### src/sv/rea_pkg.sv
`default_nettype none
package rea_pkg;

    localparam int FRAC_BITS = 16;
    localparam int T_W       = FRAC_BITS + 1;
    localparam int RAD_OUT_W = 48;
    localparam int MUL_W     = 34;
    localparam int SQ_W      = 66;
    localparam int ROOT_W    = 34;
    localparam int CFG_IDX_W = 1;
    localparam int CFG_DAT_W = 16;

    localparam logic [CFG_IDX_W-1:0] CFG_MODE   = 1'b0;
    localparam logic [CFG_IDX_W-1:0] CFG_CUTOFF = 1'b1;

    localparam logic [15:0]        CUTOFF_RST = 16'd655;
    localparam logic [T_W-1:0]     T_ONE      = T_W'(1) << FRAC_BITS;
    localparam logic [32:0]        LOG2E_Q32  = 33'd6196328019;
    localparam logic [RAD_OUT_W-1:0] RAD_MAX  = '1;

    typedef logic [31:0] t_rtab [0:31];

    function automatic logic [31:0] f_isqrt64(input logic [63:0] n);
        logic [31:0] r;
        logic [31:0] c;
        r = '0;
        for (int b = 31; b >= 0; b--) begin
            c = r | (32'd1 << b);
            if ((64'(c) * 64'(c)) <= n) begin
                r = c;
            end
        end
        return r;
    endfunction

    // r_k = 2^(-2^-(k+1)) in Q32, each from the root of the one before
    function automatic t_rtab f_rtab();
        t_rtab       tab;
        logic [31:0] r;
        r = f_isqrt64(64'h8000_0000_0000_0000);
        for (int k = 0; k < 32; k++) begin
            tab[k] = r;
            r = f_isqrt64({r, 32'd0});
        end
        return tab;
    endfunction

    localparam t_rtab R_TAB = f_rtab();

endpackage
`default_nettype wire

### src/sv/rea_mul.sv
`default_nettype none
module rea_mul (
    input  wire logic                          i_clk,
    input  wire logic [rea_pkg::MUL_W-1:0]     i_a,
    input  wire logic [rea_pkg::MUL_W-1:0]     i_b,
    output logic      [2*rea_pkg::MUL_W-1:0]   o_prod
);
    import rea_pkg::*;

    logic [2*MUL_W-1:0] r_prod;

    always_ff @(posedge i_clk) begin
        r_prod <= i_a * i_b;
    end

    assign o_prod = r_prod;

endmodule
`default_nettype wire

### config.mk
export PLATFORM = sky130hd
export DESIGN_NAME = rea_mul
export DESIGN_NICKNAME = d
export VERILOG_FILES = /design/src/sv/rea_pkg.sv /design/src/sv/rea_mul.sv
export SDC_FILE = /design/constraint.sdc
export NUM_CORES = 2
export LEC_CHECK = 0
export BUFFER_PORTS_ARGS = -buffer_cell sky130_fd_sc_hd__buf_4
export CAP_MARGIN = 20
export CORE_MARGIN = 2
export CORE_UTILIZATION = 60
export DETAILED_ROUTE_END_ITERATION = 10
export GPL_TIMING_DRIVEN = 0
export PLACE_DENSITY = 0.83
export SLEW_MARGIN = 15
export SYNTH_ARGS = -nofsm -noshare
export SYNTH_HDL_FRONTEND = slang
export SYNTH_SLANG_ARGS = --single-unit
### constraint.sdc
create_clock -name i_clk -period 10.1 [get_ports i_clk]
set_clock_uncertainty 0.05 [all_clocks]
set_input_delay 2.02 -clock i_clk [delete_from_list [all_inputs] [get_ports i_clk]]
set_output_delay 2.02 -clock i_clk [all_outputs]
set_load 0.02 [all_outputs]
==> impl_metrics.sql <==
INSERT INTO impl_metrics (metric_group, metric, value, unit) VALUES
('status', 'status', 'completed', ''),
('die', 'die_h', '258.1', 'um'),
('yosys', 'post_synth_inst_count', '4287', ''),
('clock_tree', 'worst_setup_hold_path_clk_slew', '0.06', 'ns'),
('die', 'die_area', '66640', 'um^2'),
('cells_and_area', 'area.growth.synth_to_final', '6.421', '%'),
('timing', 'final.min_clock_period', '9.976', 'ns'),
('yosys', 'post-synth-top-count-cell', 'sky130_fd_sc_hd__inv_1', ''),
('detailed_routing', 'detail-route-antenna-nets', '0', ''),
('timing', 'grt_setup_unrepaired', 'yes', ''),
('grt', 'first_global_vias', '32620', ''),
('yosys', 'synthesis.area', '38750', 'um^2'),
('worst_hold_path', 'hp-class', 'input pin to flip-flop', ''),
('clock_tree', 'cts_max_path_buffers', '2', ''),
('cells_and_area', 'multi_input_area', '32580', 'um^2'),
('die', 'initial_utilization', '60.45', '%'),
('critical_path', 'crit_buf_inv', '5', ''),
('worst_hold_path', 'critical_hold_path_startpoint', 'i_b[0]', ''),
('yosys', 'synth-edff-count', '0', ''),
('clock_tree', 'number_of_clock_buffers_inserted_by_tritoncts', '9', ''),
('place', 'post-dp-hpwl', '120300', 'um'),
('die', 'site_row_count', '93', ''),
('run', 'max_cap_violations', '0', ''),
('clock_tree', 'postCtsHoldBufs', '0', ''),
('detailed_routing', 'remaining_drc_errors', '0', ''),
('critical_path', 'critical_path.max_fanout', '10', ''),
('cells_and_area', 'area.sequential', '1361', 'um^2'),
('grt', 'overall_fraction_of_global_route_tracks_in_use', '43.13', '%'),
('timing', 'max_freq', '100.2', 'MHz'),
('timing', 'final-hold-violation-count', '0', ''),
('cells_and_area', 'number_of_nets_in_the_finished_design', '5798', ''),
('yosys', 'synthArstFlopShare', '0', '%'),
('timing', 'finalSetupViolations', '0', ''),
('yosys', 'ys_warn_count', '0', ''),
('critical_path', 'worst-endpoint-arrival', '10.22', 'ns'),
('cells_and_area', 'largest_register_ffs', '68', ''),
('critical_path', 'cpMostUsedCell', 'sky130_fd_sc_hd__fa_1', ''),
('critical_path', 'timing.critical_path.slowest_stage_cell', 'sky130_fd_sc_hd__clkbuf_1', ''),
('clock_tree', 'tritoncts', 'yes', ''),
('critical_path', 'critPathCaptureType', 'flip-flop', ''),
('place', 'globalplace.congestion', '1.109', ''),
('yosys', 'synth.largest_area_cell', 'sky130_fd_sc_hd__fa_1', ''),
('critical_path', 'setup.worst_path.class', 'input pin to flip-flop', ''),
('clock_tree', 'ctsRootBufferMaster', 'sky130_fd_sc_hd__clkbuf_16', ''),
('yosys', 'synth-seq-area-share', '3.513', '%'),
('worst_hold_path', 'holdPathEnd', 'o_prod[0]', ''),
('critical_path', 'family_with_the_most_delay_on_the_worst_path', 'adder cells', ''),
('cells_and_area', 'fill_cells', '5417', ''),
('detailed_routing', 'wl_final', '138600', 'um'),
('detailed_routing', 'avgViaCountPerCell', '5.905', ''),
('yosys', 'ys_dominant_reg_cell', 'sky130_fd_sc_hd__dfxtp_1', ''),
('die', 'fp.coreArea', '64120', 'um^2'),
('worst_hold_path', 'hold_path_depth', '2', ''),
('yosys', 'synth_area_per_cell', '9.040', 'um^2'),
('detailed_routing', 'wl_per_cell', '26.18', 'um'),
('detailed_routing', 'drtPass1Iterations', '6', ''),
('detailed_routing', 'first_iter_violations', '3268', ''),
('yosys', 'synth_common_cells', '1029 x sky130_fd_sc_hd__inv_1, 1020 x sky130_fd_sc_hd__fa_1, 729 x sky130_fd_sc_hd__nand2_1', ''),
('timing', 'tightest_slew', '1.044', 'ns'),
('detailed_routing', 'routed-via-count', '31270', ''),
('critical_path', 'worst_path_largest_cell_delay', '0.72', 'ns'),
('critical_path', 'timing.critical_path.required', '10.34', 'ns'),
('yosys', 'synthesized_flop_and_latch_total', '68', ''),
('yosys', 'synth.area.top_cells', 'sky130_fd_sc_hd__fa_1 53%, sky130_fd_sc_hd__inv_1 10%, sky130_fd_sc_hd__ha_1 9.2%', ''),
('yosys', 'postSynthNetCount', '5660', ''),
('cells_and_area', 'layout-drive-gt1-share', '5.937', '%'),
('timing', 'fin_crit_share', '98.77', '%'),
('yosys', 'synth.distinct_cells', '65', ''),
('grt', 'grt_start_max_net_pins', '12', ''),
('critical_path', 'critical_path_startpoint_category', 'input pin', ''),
('clock_tree', 'cts_htree_levels', '3', '');
==> metal layers <==
layer / global-route usage, % / wire [um]
met1: 52.84 / 45970
met2: 63.72 / 59370
met3: 15.38 / 20240
met4: 30.60 / 13080
met5: 0 / 0
==> final cells by class <==
type	count	area share (%)
diodes	11	0.06674
plain buffers	231	2.560
well taps	855	2.594
repair buffers	130	2.366
clock buffers	13	0.6553
inverters	1029	9.365
flip-flops and latches	68	3.301
multi-input cells	2956	78.99
clock inverters	3	0.1062
==> through the flow <==
step	hold slack (ns)	cell area [um^2]	setup slack (ns)	cells
2_1_floorplan	2.097	38750	1.366	4287
3_3_place_gp	2.276	40800	-0.4293	5272
3_5_place_dp	2.283	40800	-0.4200	5272
4_1_cts	1.898	41120	0.01154	5288
5_1_grt	1.918	41220	-0.009628	5287
6_report	1.930	41240	0.1240	5296
==> cells by family (layout without fill, tap and decap cells) <==
| group | count (synthesis) | after routing | share of synthesized area [%] |
|---|---|---|---|
| xor gates and xnor gates | 66 | 66 | 1.492 |
| and+or+nand+nor | 1359 | 1359 | 16.92 |
| AOI/OAI and AO/OA | 226 | 226 | 3.729 |
| adders and majority gates | 1304 | 1304 | 61.86 |
| buffers and inverters | 1263 | 1406 | 12.46 |
| muxes | 1 | 1 | 0.02583 |
| DFF | 68 | 68 | 3.513 |
| other | 0 | 11 | 0 |
==> cell usage in the layout, fill, tap and decap left out, drive strengths merged, types with 23 or more instances in the layout <==
| cell | count |
|---|---|
| o21ai | 61 |
| ha | 284 |
| dfxtp | 68 |
| inv | 1029 |
| xor2 | 23 |
| fa | 1020 |
| a21oi | 82 |
| xnor2 | 43 |
| nor2 | 54 |
| clkbuf | 224 |
| buf | 149 |
| and2 | 504 |
| nand2 | 729 |
==> worst max path at each step <==
| stage | startpoint | end | cells after the start |
|---|---|---|---|
| finish | i_a[11] | o_prod[63] | 24 |
| global route | i_a[7] | o_prod[63] | 27 |
| CTS | i_b[10] | o_prod[66] | 24 |
| detailed placement | i_b[27] | o_prod[63] | 27 |
| global placement | i_a[13] | o_prod[66] | 26 |
| floorplan | i_b[4] | o_prod[66] | 27 |
==> what timing repair did <==
action | CTS | global route
resized for setup | 8 | 157
setup buffers | 0 | 0
setup endpoints to repair | 5 | 19
pin swaps | 0 | 1
Power is not shown: default switching activity piles up to over one toggle a cycle in this logic, so the estimate is an artifact.
