<file path="src/sv/rea_pkg.sv">
`default_nettype none
package rea_pkg;

    localparam int FRAC_BITS = 16;
    localparam int T_W       = FRAC_BITS + 1;
    localparam int RAD_OUT_W = 48;
    localparam int MUL_W     = 34;
    localparam int SQ_W      = 66;
    localparam int ROOT_W    = 34;
    localparam int CFG_IDX_W = 1;
    localparam int CFG_DAT_W = 16;

    localparam logic [CFG_IDX_W-1:0] CFG_MODE   = 1'b0;
    localparam logic [CFG_IDX_W-1:0] CFG_CUTOFF = 1'b1;

    localparam logic [15:0]        CUTOFF_RST = 16'd655;
    localparam logic [T_W-1:0]     T_ONE      = T_W'(1) << FRAC_BITS;
    localparam logic [32:0]        LOG2E_Q32  = 33'd6196328019;
    localparam logic [RAD_OUT_W-1:0] RAD_MAX  = '1;

    typedef logic [31:0] t_rtab [0:31];

    function automatic logic [31:0] f_isqrt64(input logic [63:0] n);
        logic [31:0] r;
        logic [31:0] c;
        r = '0;
        for (int b = 31; b >= 0; b--) begin
            c = r | (32'd1 << b);
            if ((64'(c) * 64'(c)) <= n) begin
                r = c;
            end
        end
        return r;
    endfunction

    // r_k = 2^(-2^-(k+1)) in Q32, each from the root of the one before
    function automatic t_rtab f_rtab();
        t_rtab       tab;
        logic [31:0] r;
        r = f_isqrt64(64'h8000_0000_0000_0000);
        for (int k = 0; k < 32; k++) begin
            tab[k] = r;
            r = f_isqrt64({r, 32'd0});
        end
        return tab;
    endfunction

    localparam t_rtab R_TAB = f_rtab();

endpackage
`default_nettype wire

</file>
<file path="src/sv/rea_sqrt.sv">
`default_nettype none
module rea_sqrt (
    input  wire logic                        i_clk,
    input  wire logic                        i_rst_n,
    input  wire logic                        i_start,
    input  wire logic [rea_pkg::SQ_W-1:0]    i_radicand,
    output logic      [rea_pkg::ROOT_W-1:0]  o_root,
    output logic                             o_done
);
    import rea_pkg::*;

    localparam int PAD_W = 2 * ROOT_W;
    localparam int REM_W = ROOT_W + 2;
    localparam int CNT_W = $clog2(ROOT_W);
    localparam logic [CNT_W-1:0] LAST = CNT_W'(ROOT_W - 1);

    logic             r_busy;
    logic             r_done;
    logic [CNT_W-1:0] r_cnt;
    logic [REM_W-1:0] r_rem;
    logic [ROOT_W-1:0] r_root;
    logic [PAD_W-1:0] r_rad;

    logic [REM_W-1:0] rem_sh;
    logic [REM_W-1:0] trial;

    assign rem_sh = {r_rem[ROOT_W-1:0], r_rad[PAD_W-1 -: 2]};
    assign trial  = {r_root, 2'b01};

    always_ff @(posedge i_clk) begin
        if (!i_rst_n) begin
            r_busy <= 1'b0;
            r_done <= 1'b0;
            r_cnt  <= '0;
        end else begin
            r_done <= 1'b0;
            if (i_start) begin
                r_busy <= 1'b1;
                r_cnt  <= '0;
                r_rem  <= '0;
                r_root <= '0;
                r_rad  <= PAD_W'(i_radicand);
            end else if (r_busy) begin
                // one result bit per cycle, restoring form
                r_rad <= r_rad << 2;
                if (rem_sh >= trial) begin
                    r_rem  <= rem_sh - trial;
                    r_root <= {r_root[ROOT_W-2:0], 1'b1};
                end else begin
                    r_rem  <= rem_sh;
                    r_root <= {r_root[ROOT_W-2:0], 1'b0};
                end
                if (r_cnt == LAST) begin
                    r_busy <= 1'b0;
                    r_done <= 1'b1;
                end
                r_cnt <= r_cnt + 1'b1;
            end
        end
    end

    assign o_root = r_root;
    assign o_done = r_done;

endmodule
`default_nettype wire

</file>
<file path="config.mk">
export PLATFORM = sky130hd
export DESIGN_NAME = rea_sqrt
export DESIGN_NICKNAME = d
export VERILOG_FILES = /design/src/sv/rea_pkg.sv /design/src/sv/rea_sqrt.sv
export SDC_FILE = /design/constraint.sdc
export NUM_CORES = 1
export LEC_CHECK = 0
export BUFFER_PORTS_ARGS = -buffer_cell sky130_fd_sc_hd__buf_2
export CAP_MARGIN = 40
export CORE_MARGIN = 1.5
export CORE_UTILIZATION = 35
export DETAILED_ROUTE_END_ITERATION = 8
export GPL_ROUTABILITY_DRIVEN = 0
export SLEW_MARGIN = 5
export SYNTH_ARGS = -nofsm -noshare
export SYNTH_HDL_FRONTEND = slang
export SYNTH_SLANG_ARGS = --single-unit
</file>
<file path="constraint.sdc">
create_clock -name i_clk -period 4.24 [get_ports i_clk]
set_clock_uncertainty 0.15 [all_clocks]
set_input_delay 0.424 -clock i_clk [delete_from_list [all_inputs] [get_ports i_clk]]
set_output_delay 0.424 -clock i_clk [all_outputs]
set_load 0.05 [all_outputs]
</file>
==> results by group, run 1 <==
Pwr
  – Peak supply drop: 0.276 mV
  – Power Density: 445 nW/um^2
  – Leakage: 0.00366 uW

Run status
  – Status: completed

Clocking
  – Clock transition at path regs: 0.07 ns
  – Num CTS Buffers: 17
  – CTS Sinks: 144
  – Bufs on Longest Clock Path: 2
  – Post-CTS sizing: 0
  – Post-CTS Setup Bufs: 0
  – CTS tree: built
  – Hold_buf cts: 0
  – Clock Latency Late Sink: 0.42 ns
  – CTS HTree Levels: 4
  – CTS root buf: clkbuf_16

Die
  – Chip height: 153 um
  – Die area: 23,300 sq um
  – Initial cell density of the core: 35.8%
  – Core area: 21,900 sq um
  – Standard-cell row count: 54
  – Die X: 153 um
  – Ports: 104

STA
  – Sum Neg Setup Slack: 0 ns
  – Final period util: 76.7%
  – Slew Limit Headroom: 43.4%
  – Worst Tran Pin Value: 0.849 ns
  – Crit path time final: 3.25 ns
  – RSZ-0062 raised after global routing: false
  – Final Hold Vio Count: 0
  – Hold WS: 0.132 ns
  – Pins Over Slew Limit: 0
  – Max Clk Rate: 307 MHz
  – Setup violations, final: 0

Synth
  – Post-synth EDFFs: 136
  – Mapped Area: 7840 sq um
  – Sequential area share after synthesis: 54.2%
  – Mean Syn Cell Area: 11.5 sq um
  – Synth warn: 0
  – Post-Syn Nets: 789
  – Post-Syn Instances: 682
  – Yosys cell types: 65
  – Post-synthesis register bit count: 144
  – Ys flop type: edfxtp_1
  – Ys async rst share: 0%

Final layout
  – Fill count: 2,088
  – Syn-to-layout area delta: 18.4%
  – Ratio of cells with drive above 1 in the final layout: 28.0%
  – Area taken by multi-input logic gates: 3330 sq um
  – NumNets Final: 894
  – Sequential cell area: 4240 sq um

Place
  – Final HPWL DP: 11.7 mm
  – PortBufs: 103

Critical path
  – Worst endpoint required time: 4.35 ns
  – Crit path launch type: register
  – Worst R2R Path Depth: 11
  – Worst path arrival time: 3.36 ns
  – CP max FO: 15
  – RR Endpoint: r_rem[10]$_SDFFCE_PP0P_
  – CP Class: reg -> reg
  – Worst setup EP type: register
  – Reg2reg setup slack: 0.99 ns
  – FF-to-FF Start: o_root[0]$_SDFFCE_PP0P_

Min path
  – Hold path endpoint: r_rad[0]$_SDFFCE_PN0P_
  – Worst min path class: in -> reg
  – Hold path start: i_radicand[0]
  – Hold Path Stages: 2

Drt
  – Avg Vias per Cell: 5.04
  – Vias after detailed routing: 5,449
  – Initial drt markers: 346
  – First drt pass iteration count: 5
  – DRC viols: 0
  – Per-cell routed wire length: 15.6 um
  – Routed wire length: 16.8 mm
  – Post-route ant nets: 0

Global route
  – First-pass GRT wire length: 27.4 mm
  – Antenna violations before repair: 5
  – GRT Total Usage: 14.7%
  – Vias in the first global route: 5,336
  – Largest net degree at the start of global routing: 59
  – GRT overflow: 0

Job
  – Max-cap violations: 0
sequential cells by signal, summed over array words and instances (netlist names):
| register | cells |
|---|---|
| r_rad | 68 |
| o_root | 34 |
| r_rem | 34 |
| r_cnt | 6 |
| o_done | 1 |
| r_busy | 1 |
layout by cell type (no fill, tap or decap), types with 4 or more instances in the layout:
cell       instances
o22ai_1            4
a31oi_1            4
xor2_1            11
inv_6              5
and2_1             4
nor2b_1            5
edfxtp_1         136
a21oi_1           49
mux2_2            64
clkbuf_16         17
nand2_1           73
o21ai_0           14
ha_1              38
nor2_1            65
buf_2            102
nor3_1             5
a21o_1            11
inv_1             45
o21a_1             7
or3_1              4
nand3_1           15
o211ai_1           4
nand4_1            5
buf_4              7
dfxtp_1            8
nand2b_1           4
xnor2_1           15
and3_1             4
a211oi_1          10
cell usage after synthesis (10+ instances only):
library cell / number / area, sq um
a211oi_1: 10 / 75.1
mux2_2: 64 / 721
nand3_1: 15 / 75.1
clkbuf_1: 11 / 41.3
a21o_1: 11 / 82.6
a21oi_1: 49 / 245
inv_1: 45 / 169
nand2_1: 73 / 274
xnor2_1: 15 / 131
xor2_1: 11 / 96.3
o21ai_0: 14 / 70.1
edfxtp_1: 136 / 4080
ha_1: 38 / 475
nor2_1: 65 / 244
worst max-delay path by stage:
| stage | start | to | depth (start not counted) |
|---|---|---|---|
| final | o_root[0]$_SDFFCE_PP0P_ | r_rem[10]$_SDFFCE_PP0P_ | 11 |
| after detailed placement | o_root[0]$_SDFFCE_PP0P_ | r_rem[20]$_SDFFCE_PP0P_ | 11 |
| after global placement | o_root[0]$_SDFFCE_PP0P_ | r_rem[17]$_SDFFCE_PP0P_ | 11 |
| after floorplan | i_start | o_root[0]$_SDFFCE_PP0P_ | 2 |
| after CTS | o_root[0]$_SDFFCE_PP0P_ | r_rem[10]$_SDFFCE_PP0P_ | 11 |
| after global routing | o_root[19]$_SDFFCE_PP0P_ | r_rem[15]$_SDFFCE_PP0P_ | 11 |
power by group:
group / internal [uW] / switching, uW
Clock: 886 / 651
Combinational: 330 / 528
Sequential: 1690 / 42.6
layer usage:
layer / share of wire, % / up-vias / global-route usage (%) / wire length (um)
met5: 0.12 / - / 0 / 20
met4: 0.57 / 4 / 3.48 / 96
met3: 8.2 / 12 / 6.60 / 1370
met2: 44 / 145 / 22.2 / 7440
met1: 47 / 2572 / 19.2 / 7910
li1: - / 2716 / - / -
layout make-up:
cell class	count	area share, %
inverter	45	1.82
multi-input combinational	469	35.9
clock buffer	17	4.59
antenna	1	0.0270
tap	280	3.78
sequential	144	45.8
clock inverter	15	1.85
timing repair buffer	110	6.29
worst max-delay path, cell delays in order, from the launching register on:
cell,delay (ns)
edfxtp_1,0.40
inv_1,0.12
ha_1,0.30
nand2b_1,0.16
a21o_1,0.19
a31oi_4,0.14
o41a_1,0.38
o21ai_2,0.25
a21o_1,0.52
buf_4,0.29
nand2_1,0.07
a21oi_1,0.12
cell families (layout without fill, tap and decap cells):
| family | after synthesis | after routing | synth area share [%] |
|---|---|---|---|
| adders and majority gates | 38 | 38 | 6.07 |
| other | 0 | 1 | 0 |
| buffers and inverters | 69 | 187 | 3.45 |
| and+or+nand+nor | 196 | 196 | 11.1 |
| DFF | 144 | 144 | 54.2 |
| xor gates and xnor gates | 26 | 26 | 2.91 |
| AOI/OAI and AO/OA | 145 | 145 | 13.2 |
| muxes | 64 | 64 | 9.20 |
through the flow:
step | instance area (sq um) | instances | power (uW) | setup WS, ns | utilization (%)
final | 9280 | 1081 | 4130 | 0.987 | 42.4
after CTS | 9270 | 1080 | 4170 | 0.974 | 42.4
after global routing | 9270 | 1080 | 4320 | 0.714 | 42.4
after detailed placement | 8680 | 1048 | 2620 | 0.995 | 39.6
after floorplan | 7840 | 682 | 2410 | 1.20 | -
after global placement | 8680 | 1048 | 2620 | 1.08 | 39.6
Note: power is estimated with default switching activity, not from simulation.
==> inputs of run 2 (changes only) <==
==> constraint.sdc (replaced) <==
create_clock -name i_clk -period 2.8 [get_ports i_clk]
set_clock_uncertainty 0.15 [all_clocks]
set_input_delay 0.28 -clock i_clk [delete_from_list [all_inputs] [get_ports i_clk]]
set_output_delay 0.28 -clock i_clk [all_outputs]
set_load 0.05 [all_outputs]
==> results by group, run 2 (synthesis results as in run 1) <==
Run status
  – Status: finished, violations left (was completed)
  – Failing checks: negative setup slack

STA
  – Slew Limit Headroom: 59.0% (was 43.4%)
  – Worst Tran Pin Value: 0.614 ns (was 0.849 ns)
  – Pins Over Slew Limit: 0 (unchanged)
  – Max Clk Rate: 354 MHz (was 307 MHz)
  – Final Hold Vio Count: 0 (unchanged)
  – Post-route setup slack: -0.0281 ns (was 0.987 ns)
  – RSZ-0062 raised after global routing: true (was false)
  – Crit path time final: 2.83 ns (was 3.25 ns)
  – Hold WS: 0.0189 ns (was 0.132 ns)
  – Final period util: 101% (was 76.7%)
  – Setup violations, final: 2 (was 0)

Pwr
  – Clock share of power: 36.4% (was 37.3%)
  – P_sw: 2050 uW (was 1220 uW)
  – Logic pwr share: 25.9% (was 20.8%)
  – Leakage: 0.00437 uW (was 0.00366 uW)
  – Int Power: 4940 uW (was 2900 uW)
  – Peak supply drop: 0.403 mV (was 0.276 mV)
  – Reg power frac: 37.6% (was 41.9%)
  – Sw Ratio: 29.4% (was 29.6%)
  – Power Density: 633 nW/um^2 (was 445 nW/um^2)

Die
  – Ports: 104 (unchanged)
  – Initial cell density of the core: 35.8% (unchanged)
  – Die area: 23,300 sq um (unchanged)
  – Die X: 153 um (unchanged)
  – Core area: 21,900 sq um (unchanged)
  – Chip height: 153 um (unchanged)
  – Standard-cell row count: 54 (unchanged)

Critical path
  – CP Class: reg -> reg (unchanged)
  – FF-to-FF Start: o_root[1]$_SDFFCE_PP0P_ (was o_root[0]$_SDFFCE_PP0P_)
  – Worst endpoint required time: 2.83 ns (was 4.35 ns)
  – Worst setup EP type: register (unchanged)
  – Crit path launch type: register (unchanged)
  – CP max FO: 5 (was 15)
  – Worst path arrival time: 2.85 ns (was 3.36 ns)
  – Start point of the critical path: o_root[1]$_SDFFCE_PP0P_ (was o_root[0]$_SDFFCE_PP0P_)

Place
  – Final HPWL DP: 12.5 mm (was 11.7 mm)
  – Placed Cells: 1,108 (was 1,048)
  – PortBufs: 103 (unchanged)

Final layout
  – Most common cell after layout, fill and taps aside: edfxtp_1 (unchanged)
  – Most frequent cells in the layout: edfxtp_1, buf_2, buf_4 (was edfxtp_1, buf_2, nand2_1)
  – Fill count: 1,990 (was 2,088)
  – NumNets Final: 1,032 (was 894)
  – Sequential cell area: 4240 sq um (unchanged)
  – Ratio of cells with drive above 1 in the final layout: 39.4% (was 28.0%)
  – Area taken by multi-input logic gates: 3760 sq um (was 3330 sq um)
  – Syn-to-layout area delta: 40.8% (was 18.4%)
  – Largest Register: r_rad (unchanged)
  – Ant. Diodes: 0 (was 1)
  – Fin cells: 1,218 (was 1,081)
  – Max reg flops: 68 (unchanged)

Drt
  – DRC viols: 0 (unchanged)
  – First drt pass iteration count: 7 (was 5)
  – Post-route ant nets: 0 (unchanged)
  – Vias after detailed routing: 6,050 (was 5,449)
  – Avg Vias per Cell: 4.97 (was 5.04)
  – Routed wire length: 19.1 mm (was 16.8 mm)
  – Per-cell routed wire length: 15.7 um (was 15.6 um)
  – Initial drt markers: 279 (was 346)

Clocking
  – Clock Latency Late Sink: 0.43 ns (was 0.42 ns)
  – Num CTS Buffers: 17 (unchanged)
  – CTS Sinks: 144 (unchanged)
  – CTS tree: built (unchanged)
  – CTS root buf: clkbuf_16 (unchanged)
  – Clock transition at path regs: 0.07 ns (about the same)
  – CTS HTree Levels: 4 (unchanged)
  – Bufs on Longest Clock Path: 2 (unchanged)

Global route
  – Largest net degree at the start of global routing: 89 (was 59)
  – GRT overflow: 0 (unchanged)
  – First-pass GRT wire length: 31.2 mm (was 27.4 mm)
  – GRT Total Usage: 16.7% (was 14.7%)
  – Antenna violations before repair: 1 (was 5)
  – Vias in the first global route: 6,244 (was 5,336)

Job
  – Max-cap violations: 0 (unchanged)

Min path
  – Worst min path class: in -> reg (unchanged)
  – Hold path start: i_radicand[62] (was i_radicand[0])
-- run 2: changes by cell type in the layout (fill, tap and decap cells not counted), moves of 7 or more --
cell | previous run | this run
nor2_2 | 0 | 7
ha_4 | 0 | 14
ha_1 | 38 | 22
a21oi_1 | 49 | 37
buf_6 | 0 | 8
dlygate4sd3_1 | 0 | 63
nor2_1 | 65 | 58
a21oi_2 | 3 | 14
buf_4 | 7 | 69
-- run 2: path summary, 6_finish.rpt --
kind	endpoint	slack, ns	cells past startpoint
setup reg to reg	r_rem[26]$_SDFFCE_PP0P_	-0.03	12
hold / removal	r_rad[62]$_DFFE_PP_	0.02	2
hold reg to reg	o_done$_SDFF_PP0_	0.35	2
setup / recovery	r_rem[26]$_SDFFCE_PP0P_	-0.03	12
-- run 2: what timing repair did --
item / 4_1_cts / 5_1_grt
hold buffers: 63 / 0
pin swaps: 8 / 27
gates cloned: 0 / 0
setup endpoints to repair: 25 / 34
buffers inserted: 7 / 8
endpoints found under the hold margin: 63 / 0
resized for setup: 13 / 56
-- run 2: worst max-delay path: stages, from the launching register on --
cell and delay (ns):
edfxtp_1 0.40, inv_2 0.10, ha_4 0.20, o211ai_1 0.18, a21o_1 0.18, a31oi_4 0.11
buf_6 0.14, o41ai_4 0.32, buf_4 0.20, a211oi_1 0.08, o21bai_1 0.24, a2111o_1 0.21
o221ai_2 0.09
-- run 2: cell type report --
class	instances	share of cell area, %
inverter	45	1.53
timing repair buffer	248	16.9
sequential	144	38.5
clock buffer	17	3.85
clock inverter	15	1.97
tap	280	3.17
multi-input combinational	469	34.1
-- run 2: through the flow --
stage | total power [uW] | TNS [ns] | utilization [%] | setup slack [ns] | cell area (sq um)
after global placement | 4220 | -0.215 | 42.7 | -0.0501 | 9360
after floorplan | 3720 | -1.14 | - | -0.0866 | 8040
after global routing | 7310 | -3.12 | 50.4 | -0.135 | 11000
after detailed placement | 4230 | -1.12 | 42.7 | -0.0933 | 9360
after CTS | 6900 | -0.0940 | 49.1 | -0.0491 | 10700
final | 6990 | -0.0414 | 50.4 | -0.0281 | 11000
-- run 2: power groups by stage --
| stage | registers, uW | clock network [uW] | logic (uW) |
|---|---|---|---|
| 2_1_floorplan | 2760 | 0 | 962 |
| 3_3_place_gp | 2670 | 0 | 1540 |
| 3_5_place_dp | 2670 | 0 | 1560 |
| 4_1_cts | 2630 | 2590 | 1670 |
| 5_1_grt | 2650 | 2670 | 1980 |
| 6_report | 2630 | 2540 | 1810 |
-- run 2: per-layer routing --
metal	global-route usage [%]	vias up	share of wire (%)
li1	-	2998	-
met1	20.8	2867	45
met2	27.2	158	48
met3	5.46	25	6.2
met4	5.54	2	1.4
met5	0	-	0.052
==> inputs of run 3 (changes only) <==
--- a/config.mk
+++ b/config.mk
@@ -11,6 +11,7 @@
 export CORE_UTILIZATION = 35
 export DETAILED_ROUTE_END_ITERATION = 8
 export GPL_ROUTABILITY_DRIVEN = 0
+export REMOVE_ABC_BUFFERS = 1
 export SLEW_MARGIN = 5
 export SYNTH_ARGS = -nofsm -noshare
 export SYNTH_HDL_FRONTEND = slang
==> results by group, run 3 (synthesis results as in run 1) <==
Run status
  – Status: finished, violations left (unchanged)
  – Failing checks: negative setup slack (unchanged)

STA
  – Setup violations, final: 6 (was 2)
  – RSZ-0062 raised after global routing: true (unchanged)
  – Crit path time final: 2.85 ns (was 2.83 ns)
  – Post-route setup slack: -0.0534 ns (was -0.0281 ns)
  – Slew Limit Headroom: 60.3% (was 59.0%)
  – Pins Over Slew Limit: 0 (unchanged)
  – Sum Neg Setup Slack: -0.0995 ns (was -0.0414 ns)
  – Final Hold Vio Count: 0 (unchanged)
  – Hold WS: 0.0119 ns (was 0.0189 ns)
  – Final period util: 102% (was 101%)
  – Max Clk Rate: 350 MHz (was 354 MHz)
  – Worst Tran Pin Value: 0.595 ns (was 0.614 ns)

Pwr
  – Leakage: 0.00434 uW (was 0.00437 uW)
  – PnR Total Power: 6720 uW (was 6990 uW)
  – Peak supply drop: 0.440 mV (was 0.403 mV)
  – Power Density: 612 nW/um^2 (was 633 nW/um^2)

Clocking
  – Clock Latency Late Sink: 0.42 ns (was 0.43 ns)
  – CTS tree: built (unchanged)
  – CTS HTree Levels: 4 (unchanged)
  – Bufs on Longest Clock Path: 2 (unchanged)
  – Clock transition at path regs: 0.07 ns (about the same)
  – Num CTS Buffers: 17 (unchanged)
  – CTS Sinks: 144 (unchanged)
  – CTS root buf: clkbuf_16 (unchanged)

Final layout
  – Ratio of cells with drive above 1 in the final layout: 43.0% (was 39.4%)
  – Most common cell after layout, fill and taps aside: edfxtp_1 (unchanged)
  – Syn-to-layout area delta: 40.0% (was 40.8%)
  – NumNets Final: 1,025 (was 1,032)
  – Most frequent cells in the layout: edfxtp_1, buf_2, buf_4 (unchanged)
  – Largest Register: r_rad (unchanged)
  – Ant. Diodes: 0 (unchanged)
  – Fin cells: 1,211 (was 1,218)
  – Max reg flops: 68 (unchanged)

Critical path
  – Reg2reg setup slack: -0.05 ns (was -0.03 ns)
  – Slowest cell on the critical path: edfxtp_1 (unchanged)
  – Crit path launch type: register (unchanged)
  – RR Endpoint: r_rem[26]$_SDFFCE_PP0P_ (unchanged)
  – CP bufs+invs: 3 (unchanged)
  – Crit-path cells: ha_4 -> buf_6 -> and4_1 -> nand4_1 -> o41ai_2 -> nor2_2 -> buf_6 -> a21o_4 -> buf_4 -> a2111o_1 -> o221ai_1 (was inv_2 -> ha_4 -> o211ai_1 -> a21o_1 -> a31oi_4 -> buf_6 -> o41ai_4 -> buf_4 -> a211oi_1 -> o21bai_1 -> a2111o_1 -> o221ai_2)
  – Worst path arrival time: 2.96 ns (was 2.85 ns)
  – FF-to-FF Start: r_rem[3]$_SDFFCE_PP0P_ (was o_root[1]$_SDFFCE_PP0P_)
  – Most used cell, CP: buf_6
  – Worst setup EP type: register (unchanged)
  – CP Class: reg -> reg (unchanged)
  – Worst R2R Path Depth: 11 (was 12)
  – Crit path max-delay family: compound AO/OA/AOI/OAI gates (unchanged)
  – Stages on the worst setup path: 11 (was 12)
  – Start point of the critical path: r_rem[3]$_SDFFCE_PP0P_ (was o_root[1]$_SDFFCE_PP0P_)
  – CP max FO: 4 (was 5)
  – Worst Setup EP: r_rem[26]$_SDFFCE_PP0P_ (unchanged)
  – Worst endpoint required time: 2.91 ns (was 2.83 ns)
  – Crit-path max cell delay: 0.44 ns (was 0.40 ns)

Min path
  – Worst min path class: in -> reg (unchanged)

Drt
  – Per-cell routed wire length: 15.5 um (was 15.7 um)
  – Avg Vias per Cell: 4.99 (was 4.97)
  – First drt pass iteration count: 4 (was 7)
  – Routed wire length: 18.8 mm (was 19.1 mm)
  – Vias after detailed routing: 6,038 (was 6,050)
  – Post-route ant nets: 0 (unchanged)
  – Initial drt markers: 297 (was 279)
  – DRC viols: 0 (unchanged)

Global route
  – GRT Total Usage: 15.7% (was 16.7%)
  – First-pass GRT wire length: 29.8 mm (was 31.2 mm)
  – GRT overflow: 0 (unchanged)
  – Largest net degree at the start of global routing: 60 (was 89)
  – Antenna violations before repair: 0 (was 1)
  – Vias in the first global route: 6,103 (was 6,244)

Place
  – PortBufs: 103 (unchanged)
  – Placed Cells: 1,122 (was 1,108)
  – Final HPWL DP: 12.3 mm (was 12.5 mm)

Die
  – Ports: 104 (unchanged)
  – Die area: 23,300 sq um (unchanged)
  – Chip height: 153 um (unchanged)
  – Die X: 153 um (unchanged)
  – Initial cell density of the core: 35.8% (unchanged)
  – Standard-cell row count: 54 (unchanged)
  – Core area: 21,900 sq um (unchanged)

Job
  – Max-cap violations: 0 (unchanged)
==> run 3: changes by cell type in the layout (fill, tap and decap cells not counted), sizes merged <==
cell         before  now
dlygate4sd3      63   42
buf             185  196
bufinv            4    0
clkinvlp          1    5
clkbuf           17   20
a21o             11   12
clkinv            2    1
==> run 3: stage by stage <==
stage | setup WS (ns) | instance area [sq um] | utilization (%)
after floorplan | -1.40 | 7740 | -
final | -0.0534 | 11000 | 50.1
after global placement | -0.0942 | 9280 | 42.4
after CTS | -0.0556 | 10300 | 47.3
after detailed placement | -0.185 | 9280 | 42.4
after global routing | -0.151 | 11000 | 50.1
==> run 3: worst min path at each step <==
stage	start	to	slack [ns]	cells after the start
after floorplan	i_start	r_busy$_SDFF_PN0_	0.25	1
after global placement	r_cnt[5]$_SDFFE_PP0P_	o_done$_SDFF_PP0_	0.32	2
after detailed placement	r_cnt[5]$_SDFFE_PP0P_	o_done$_SDFF_PP0_	0.32	2
after CTS	i_radicand[18]	r_rad[18]$_DFFE_PP_	0.0008	2
after global routing	i_radicand[28]	r_rad[28]$_DFFE_PP_	0.003	2
final	i_radicand[25]	r_rad[25]$_DFFE_PP_	0.01	2
==> run 3: power breakdown <==
| part | internal [uW] | switching [uW] |
|---|---|---|
| Clock | 1160 | 999 |
| Sequential | 2560 | 74.7 |
| Combinational | 916 | 1010 |
| Total | 4630 | 2080 |
==> run 3: per-layer routing <==
metal	GRT usage [%]	share of wire (%)
met3	5.15	5.7
met2	25.7	48
met1	19.8	45
met5	0	0
met4	4.21	0.90
==> run 3: layout make-up <==
cell class / count / area, sq um
fill: 2009 / 10900
clock inverter: 14 / 120
multi-input combinational: 470 / 3840
inverter: 45 / 169
timing repair buffer: 240 / 1820
clock buffer: 18 / 429
sequential: 144 / 4240
tap: 280 / 350
==> run 3: worst reg2reg max path: cells and delay by family, from the launching register on <==
kind,cells,cell delay [ns]
simple gates,3,0.47
buf+inv,3,0.35
fa+ha+maj,1,0.32
compound gates,4,0.95
flops,1,0.44
==> run 3: repair_timing <==
item / CTS / global route
endpoints found under the hold margin: 41 / 1
pin swaps: 6 / 36
hold buffers: 41 / 1
buffers inserted: 1 / 11
gates cloned: 0 / 3
endpoints found under the setup margin: 23 / 35
resized for setup: 14 / 114
